`config.mk`:
```
export PLATFORM = sky130hd
export DESIGN_NAME = fcd_controller
export DESIGN_NICKNAME = d
export VERILOG_FILES = /design/src/sv/fcd_pkg.sv /design/src/sv/fcd_controller.sv
export SDC_FILE = /design/constraint.sdc
export NUM_CORES = 1
export LEC_CHECK = 0
export ABC_CLOCK_PERIOD_IN_PS = 1870
export BUFFER_PORTS_ARGS = -buffer_cell sky130_fd_sc_hd__clkbuf_2
export CORE_MARGIN = 2
export CORE_UTILIZATION = 45
export DETAILED_ROUTE_END_ITERATION = 16
export PLACE_DENSITY = 0.69
export SLEW_MARGIN = 20
export SYNTH_ARGS = -nofsm -noshare
export SYNTH_HDL_FRONTEND = slang
export SYNTH_SLANG_ARGS = --single-unit
```
`constraint.sdc`:
```
create_clock -name clk -period 1.87 [get_ports clk]
set_clock_uncertainty 0.05 [all_clocks]
set_input_delay 0.0935 -clock clk [delete_from_list [all_inputs] [get_ports clk]]
set_output_delay 0.0935 -clock clk [all_outputs]
set_load 0.1 [all_outputs]
```
`src/sv/fcd_pkg.sv`:
```
`timescale 1ns / 1ps
// fcd_pkg: shared types and constants for the centroid defuzzifier
// no dependencies; used by fcd_controller, fcd_datapath and the top level

package fcd_pkg;

    // result status codes
    localparam logic [1:0] ST_OK       = 2'd0;
    localparam logic [1:0] ST_SINGLE   = 2'd1;
    localparam logic [1:0] ST_ZERO     = 2'd2;
    localparam logic [1:0] ST_OVERFLOW = 2'd3;

    localparam int POS_W   = 32;
    localparam int GRADE_W = 17;
    localparam int ACC_W   = 64;
    localparam int DIV_CNT_W = 6;

    typedef enum logic [10:0] {
        S_IDLE   = 11'b000_0000_0001,
        S_SEG    = 11'b000_0000_0010,
        S_AREA   = 11'b000_0000_0100,
        S_MLO    = 11'b000_0000_1000,
        S_MHI    = 11'b000_0001_0000,
        S_TERM   = 11'b000_0010_0000,
        S_ACC    = 11'b000_0100_0000,
        S_NEXT   = 11'b000_1000_0000,
        S_DIVS   = 11'b001_0000_0000,
        S_DIV    = 11'b010_0000_0000,
        S_RESULT = 11'b100_0000_0000
    } state_t;

    typedef struct packed {
        logic load_in;
        logic seg;
        logic area;
        logic mlo;
        logic mhi;
        logic term;
        logic acc;
        logic advance;
        logic div_start;
        logic div_step;
        logic load_out;
    } cmd_t;

    typedef struct packed {
        logic have_prev;
        logic last_in;
        logic last_reg;
        logic area_zero;
        logic div_done;
        logic out_busy;
    } stat_t;

endpackage

```
`src/sv/fcd_controller.sv`:
```
`timescale 1ns / 1ps
// fcd_controller: sequencer for one point per pass and the final divide
// depends on fcd_pkg

module fcd_controller
(
    input  logic           clk,
    input  logic           rst_n,
    input  logic           in_valid,
    output logic           in_ready,
    input  fcd_pkg::stat_t st,
    output fcd_pkg::cmd_t  cmd
);

    fcd_pkg::state_t state_reg;
    fcd_pkg::state_t state_next;

    always_ff @(posedge clk or negedge rst_n)
    begin
        if (!rst_n)
        begin
            state_reg <= fcd_pkg::S_IDLE;
        end
        else
        begin
            state_reg <= state_next;
        end
    end

    always_comb
    begin
        state_next = state_reg;
        cmd        = '0;
        in_ready   = 1'b0;
        case (state_reg)
            fcd_pkg::S_IDLE:
            begin
                in_ready = 1'b1;
                if (in_valid)
                begin
                    cmd.load_in = 1'b1;
                    if (st.have_prev)
                    begin
                        state_next = fcd_pkg::S_SEG;
                    end
                    else if (st.last_in)
                    begin
                        state_next = fcd_pkg::S_RESULT;
                    end
                    else
                    begin
                        state_next = fcd_pkg::S_NEXT;
                    end
                end
            end
            fcd_pkg::S_SEG:
            begin
                cmd.seg    = 1'b1;
                state_next = fcd_pkg::S_AREA;
            end
            fcd_pkg::S_AREA:
            begin
                cmd.area   = 1'b1;
                state_next = fcd_pkg::S_MLO;
            end
            fcd_pkg::S_MLO:
            begin
                cmd.mlo    = 1'b1;
                state_next = fcd_pkg::S_MHI;
            end
            fcd_pkg::S_MHI:
            begin
                cmd.mhi    = 1'b1;
                state_next = fcd_pkg::S_TERM;
            end
            fcd_pkg::S_TERM:
            begin
                cmd.term   = 1'b1;
                state_next = fcd_pkg::S_ACC;
            end
            fcd_pkg::S_ACC:
            begin
                cmd.acc = 1'b1;
                if (!st.last_reg)
                begin
                    state_next = fcd_pkg::S_NEXT;
                end
                else
                begin
                    state_next = fcd_pkg::S_DIVS;
                end
            end
            fcd_pkg::S_NEXT:
            begin
                cmd.advance = 1'b1;
                state_next  = fcd_pkg::S_IDLE;
            end
            fcd_pkg::S_DIVS:
            begin
                // zero area needs no quotient
                if (st.area_zero)
                begin
                    state_next = fcd_pkg::S_RESULT;
                end
                else
                begin
                    cmd.div_start = 1'b1;
                    state_next    = fcd_pkg::S_DIV;
                end
            end
            fcd_pkg::S_DIV:
            begin
                cmd.div_step = 1'b1;
                if (st.div_done)
                begin
                    state_next = fcd_pkg::S_RESULT;
                end
            end
            fcd_pkg::S_RESULT:
            begin
                if (!st.out_busy)
                begin
                    cmd.load_out = 1'b1;
                    state_next   = fcd_pkg::S_IDLE;
                end
            end
            default:
            begin
                state_next = fcd_pkg::S_IDLE;
            end
        endcase
    end

endmodule

```
-- Word level (Yosys, flattened, before mapping)
Cells that the tools add are included.
- register bits: 11
- latch bits: 0
- memory bits (writable): 0
- bits in read-only memories: 0
- input port bits: 9
- output and inout bits: 12
- logic and storage cells: 39
- memories: 0
- add/sub/neg operators: 0
- multiply operators: 0
- divide/modulo/power cells: 0
- order comparisons: 0
- eq/ne operators: 14
- shift-type cells: 0
- mux-type cells: 23
- bitwise operators: 0
- reduce and logical (&&, ||, !) cells: 1
- operators with widths (kind ; number):
    $pmux W11 S10 ; 1
    $mux W11 ; 6
    $mux W1 ; 15
    $eq A11 B1 Y1 const B ; 1
    $eq A11 B10 Y1 const B ; 1
    $eq A11 B11 Y1 const B ; 1
    $eq A11 B2 Y1 const B ; 1
    $eq A11 B3 Y1 const B ; 1
    $eq A11 B4 Y1 const B ; 1
    $eq A11 B5 Y1 const B ; 1
    $eq A11 B6 Y1 const B ; 1
    $eq A11 B7 Y1 const B ; 1
    $eq A11 B8 Y1 const B ; 1
    $eq A11 B9 Y1 const B ; 1
    $mux W9 ; 1
    $ne A2 B2 Y1 const B ; 3
    $reduce_and A3 Y1 ; 1

-- Depth between registers and ports, before layout
- depth in word-level cells: 4
- gate-level depth with buffers: 6

-- Worst setup path before layout
Ideal clock, no wire load.
- kind: flip-flop to output port
- start: register state_reg[2]
- end: output port cmd[6] (netlist bit)
- arrival time: 3.323 ns
- slack: -1.597 ns
- cell stages (with the launch flop): 6
- cell sequence: dfrtp_1 > buf_6 > nor4_1 > and2_1 > nand2_1 > nor3b_1
- RTL lines (item ; line ; source):
    start: declaration ; fcd_controller.sv:15 ; fcd_pkg::state_t state_reg;
    start signal: assignment ; fcd_controller.sv:22 ; state_reg <= fcd_pkg::S_IDLE;
    start signal: assignment ; fcd_controller.sv:26 ; state_reg <= state_next;
    end: declaration ; fcd_controller.sv:12 ; output fcd_pkg::cmd_t cmd

==> results.sh <==
export IMPL_final_cell_mix="buf_4, buf_12, nor2_1"
export IMPL_async_flop_share_pct=100
export IMPL_ys_seq_elements=11
export IMPL_violations="setup timing"
export IMPL_n_antenna_cell=0
export IMPL_clock_latency_ns=0.29
export IMPL_final_util_pct=85.0
export IMPL_drive_gt1_share_pct=56.0
export IMPL_path_max_fanout=3
export IMPL_r2r_start="state_reg[10]"
export IMPL_cts_root_buf="clkbuf_4"
export IMPL_core_um2=1730
export IMPL_via_per_inst=5.54
export IMPL_max_cap_violations=0
export IMPL_power_leakage_uw=0.000628
export IMPL_max_stage_delay_ns=0.43
export IMPL_grt_pass1_wl_um=3860
export IMPL_layout_commonest_cell="buf_4"
export IMPL_wl_um=2520
export IMPL_numClockSinks=11
export IMPL_end_kind="primary output"
export IMPL_cp_top_family="simple AND/OR/NAND/NOR gates"
export IMPL_ys_types=35
export IMPL_ys_flop_type="dfrtp_1"
export IMPL_maxSlewHeadroom_pct=75.8
export IMPL_hp_start="st[5]"
export IMPL_setup_violations=12
export IMPL_holdCritPathClass="in -> reg"
export IMPL_status="finished, violations left"
export IMPL_peakVddDrop_v=0.00125
export IMPL_syn_area_per_cell_um2=8.94
export IMPL_htree_levels=1
export IMPL_routedWlPerCell_um=15.2
export IMPL_largest_register_ffs=11
export IMPL_ys_seq_area_share_pct=33.6
export IMPL_drc=0
export IMPL_r2r_slack_ns=-0.08
export IMPL_drtPass1Iterations=4
export IMPL_hold_viol_final=0
export IMPL_gp_congestion=0.757
export IMPL_die_x_um=46.7
export IMPL_grt_start_max_net_pins=12
export IMPL_drt_iter0_markers=29
export IMPL_crit_chain="nor4_4 > nand2_2 > or3_4 > nor3b_4 > buf_12"
export IMPL_cp_start_kind="register"
export IMPL_grt_antenna_before_repair=0
export IMPL_max_freq_mhz=469
export IMPL_synth_edf_count=0
export IMPL_worstMarginPinSlew_ns=0.360
export IMPL_start_util_pct=47.6
export IMPL_finalCriticalPeriod_ns=2.13
export IMPL_via_count=919
export IMPL_rows=15
export IMPL_die_area_um2=2180
export IMPL_cp_slowest_cell="dfrtp_1"
export IMPL_clkTransAtPathRegs_ns=0.09
export IMPL_crit_required_ns=1.73
export IMPL_slew_viol_final=0
export IMPL_worstSetupPathType="reg -> out"
export IMPL_die_y_um=46.7
export IMPL_ant_nets=0
export IMPL_crit_start="state_reg[7]"
export IMPL_clockBufferDepth=2
export IMPL_rsz0062_at_grt="yes"
export IMPL_io_pin_count=21
export IMPL_cp_arrival_ns=1.99
export IMPL_syn_inst=92
export IMPL_tns_ns=-1.56
export IMPL_powerDensity_nw_per_um2=1240
export IMPL_numCtsBuffers=3
export IMPL_tritoncts="done"
export IMPL_final_net_count=151
export IMPL_port_buffers=20
export IMPL_syn_cell_area_um2=822
export IMPL_grt_pass1_vias=882
export IMPL_fin_crit_sh_pct=114
export IMPL_dp_hpwl_um=1610
export IMPL_yosys_warnings=0
export IMPL_syn_num_nets=101
export IMPL_grt_total_usage_pct=25.4
export IMPL_crit_buf_inv=1
export IMPL_grt_overflow_total=0
export IMPL_area_growth_pct=78.5
export IMPL_worst_slack_ns=-0.261
==> worst reg2reg max path, stage by stage (launching register included) <==
cell and delay, ns:
dfrtp_1 0.42, nor3_4 0.26, buf_4 0.17, nand4_1 0.23, buf_4 0.24, o21ai_1 0.19, a21oi_1 0.08, a311oi_1 0.23
==> logic make-up after synthesis <==
family	Yosys count	synth area share (%)
xor gates and xnor gates	1	1.07
AOI/OAI and AO/OA	15	10.8
and+or+nand+nor	54	44.0
DFF	11	33.6
buffers and inverters	11	10.5
==> cell type report <==
| cell class | count | area (um2) |
|---|---|---|
| Clock buffer | 3 | 22.5 |
| Clock inverter | 1 | 5.00 |
| Fill cell | 96 | 259 |
| Inverter | 5 | 22.5 |
| Multi-Input combinational cell | 70 | 572 |
| Sequential cell | 11 | 278 |
| Tap cell | 25 | 31.3 |
| Timing Repair Buffer | 51 | 537 |
==> report_power, final <==
| group | switching (uW) | internal (uW) |
|---|---|---|
| Combinational | 732 | 579 |
| Sequential | 40.2 | 278 |
| Clock | 108 | 79.7 |
==> per-layer routing <==
layer	wire length [um]	vias to the layer above	GRT usage, %
met2	1370	35	46.1
met4	63	0	13.9
met5	0	-	0
met3	100	7	3.08
li1	-	439	-
met1	985	438	28.9
==> metrics by stage <==
step	cell area, um2	hold WS (ns)	total power, uW	setup WS [ns]	std cells
detailed placement	1260	-0.0566	1320	0.0750	144
CTS	1430	0.0175	1720	-0.216	163
floorplan	917	-0.252	1010	-0.476	92
finish	1470	0.0292	1820	-0.261	166
global route	1470	0.0473	1900	-0.327	166
global placement	1260	-0.0619	1300	0.123	144
==> cells in the mapped netlist, types with 2 or more instances <==
cell type,count,area [um2]
nor2_1,12,45.0
dfrtp_1,10,250
a21oi_1,7,35.0
nor3_1,6,30.0
inv_1,5,18.8
nor3b_1,5,37.5
nor3b_2,4,50.1
nor4_1,4,25.0
and2_1,3,18.8
buf_6,3,33.8
nand2_1,3,11.3
a311oi_1,2,17.5
nand2b_1,2,12.5
nand3_1,2,10.0
nand3b_1,2,15.0
nand4_1,2,12.5
o22ai_1,2,12.5
==> repair_timing <==
item | CTS | global route
endpoints found under the hold margin | 12 | 0
gates resized for setup | 7 | 3
buffers inserted | 14 | 3
hold buffers | 2 | 0
endpoints found under the setup margin | 12 | 14
pin swaps | 10 | 4
==> worst paths after layout <==
kind | cells past startpoint | to
setup / recovery | 5 | cmd[8]
hold / removal | 2 | state_reg[1]
setup reg to reg | 7 | state_reg[0]
hold reg to reg | 2 | state_reg[6]
max in group asynchronous | 2 | state_reg[0]
min in group asynchronous | 2 | state_reg[9]
(Power assumes the default switching activity.)
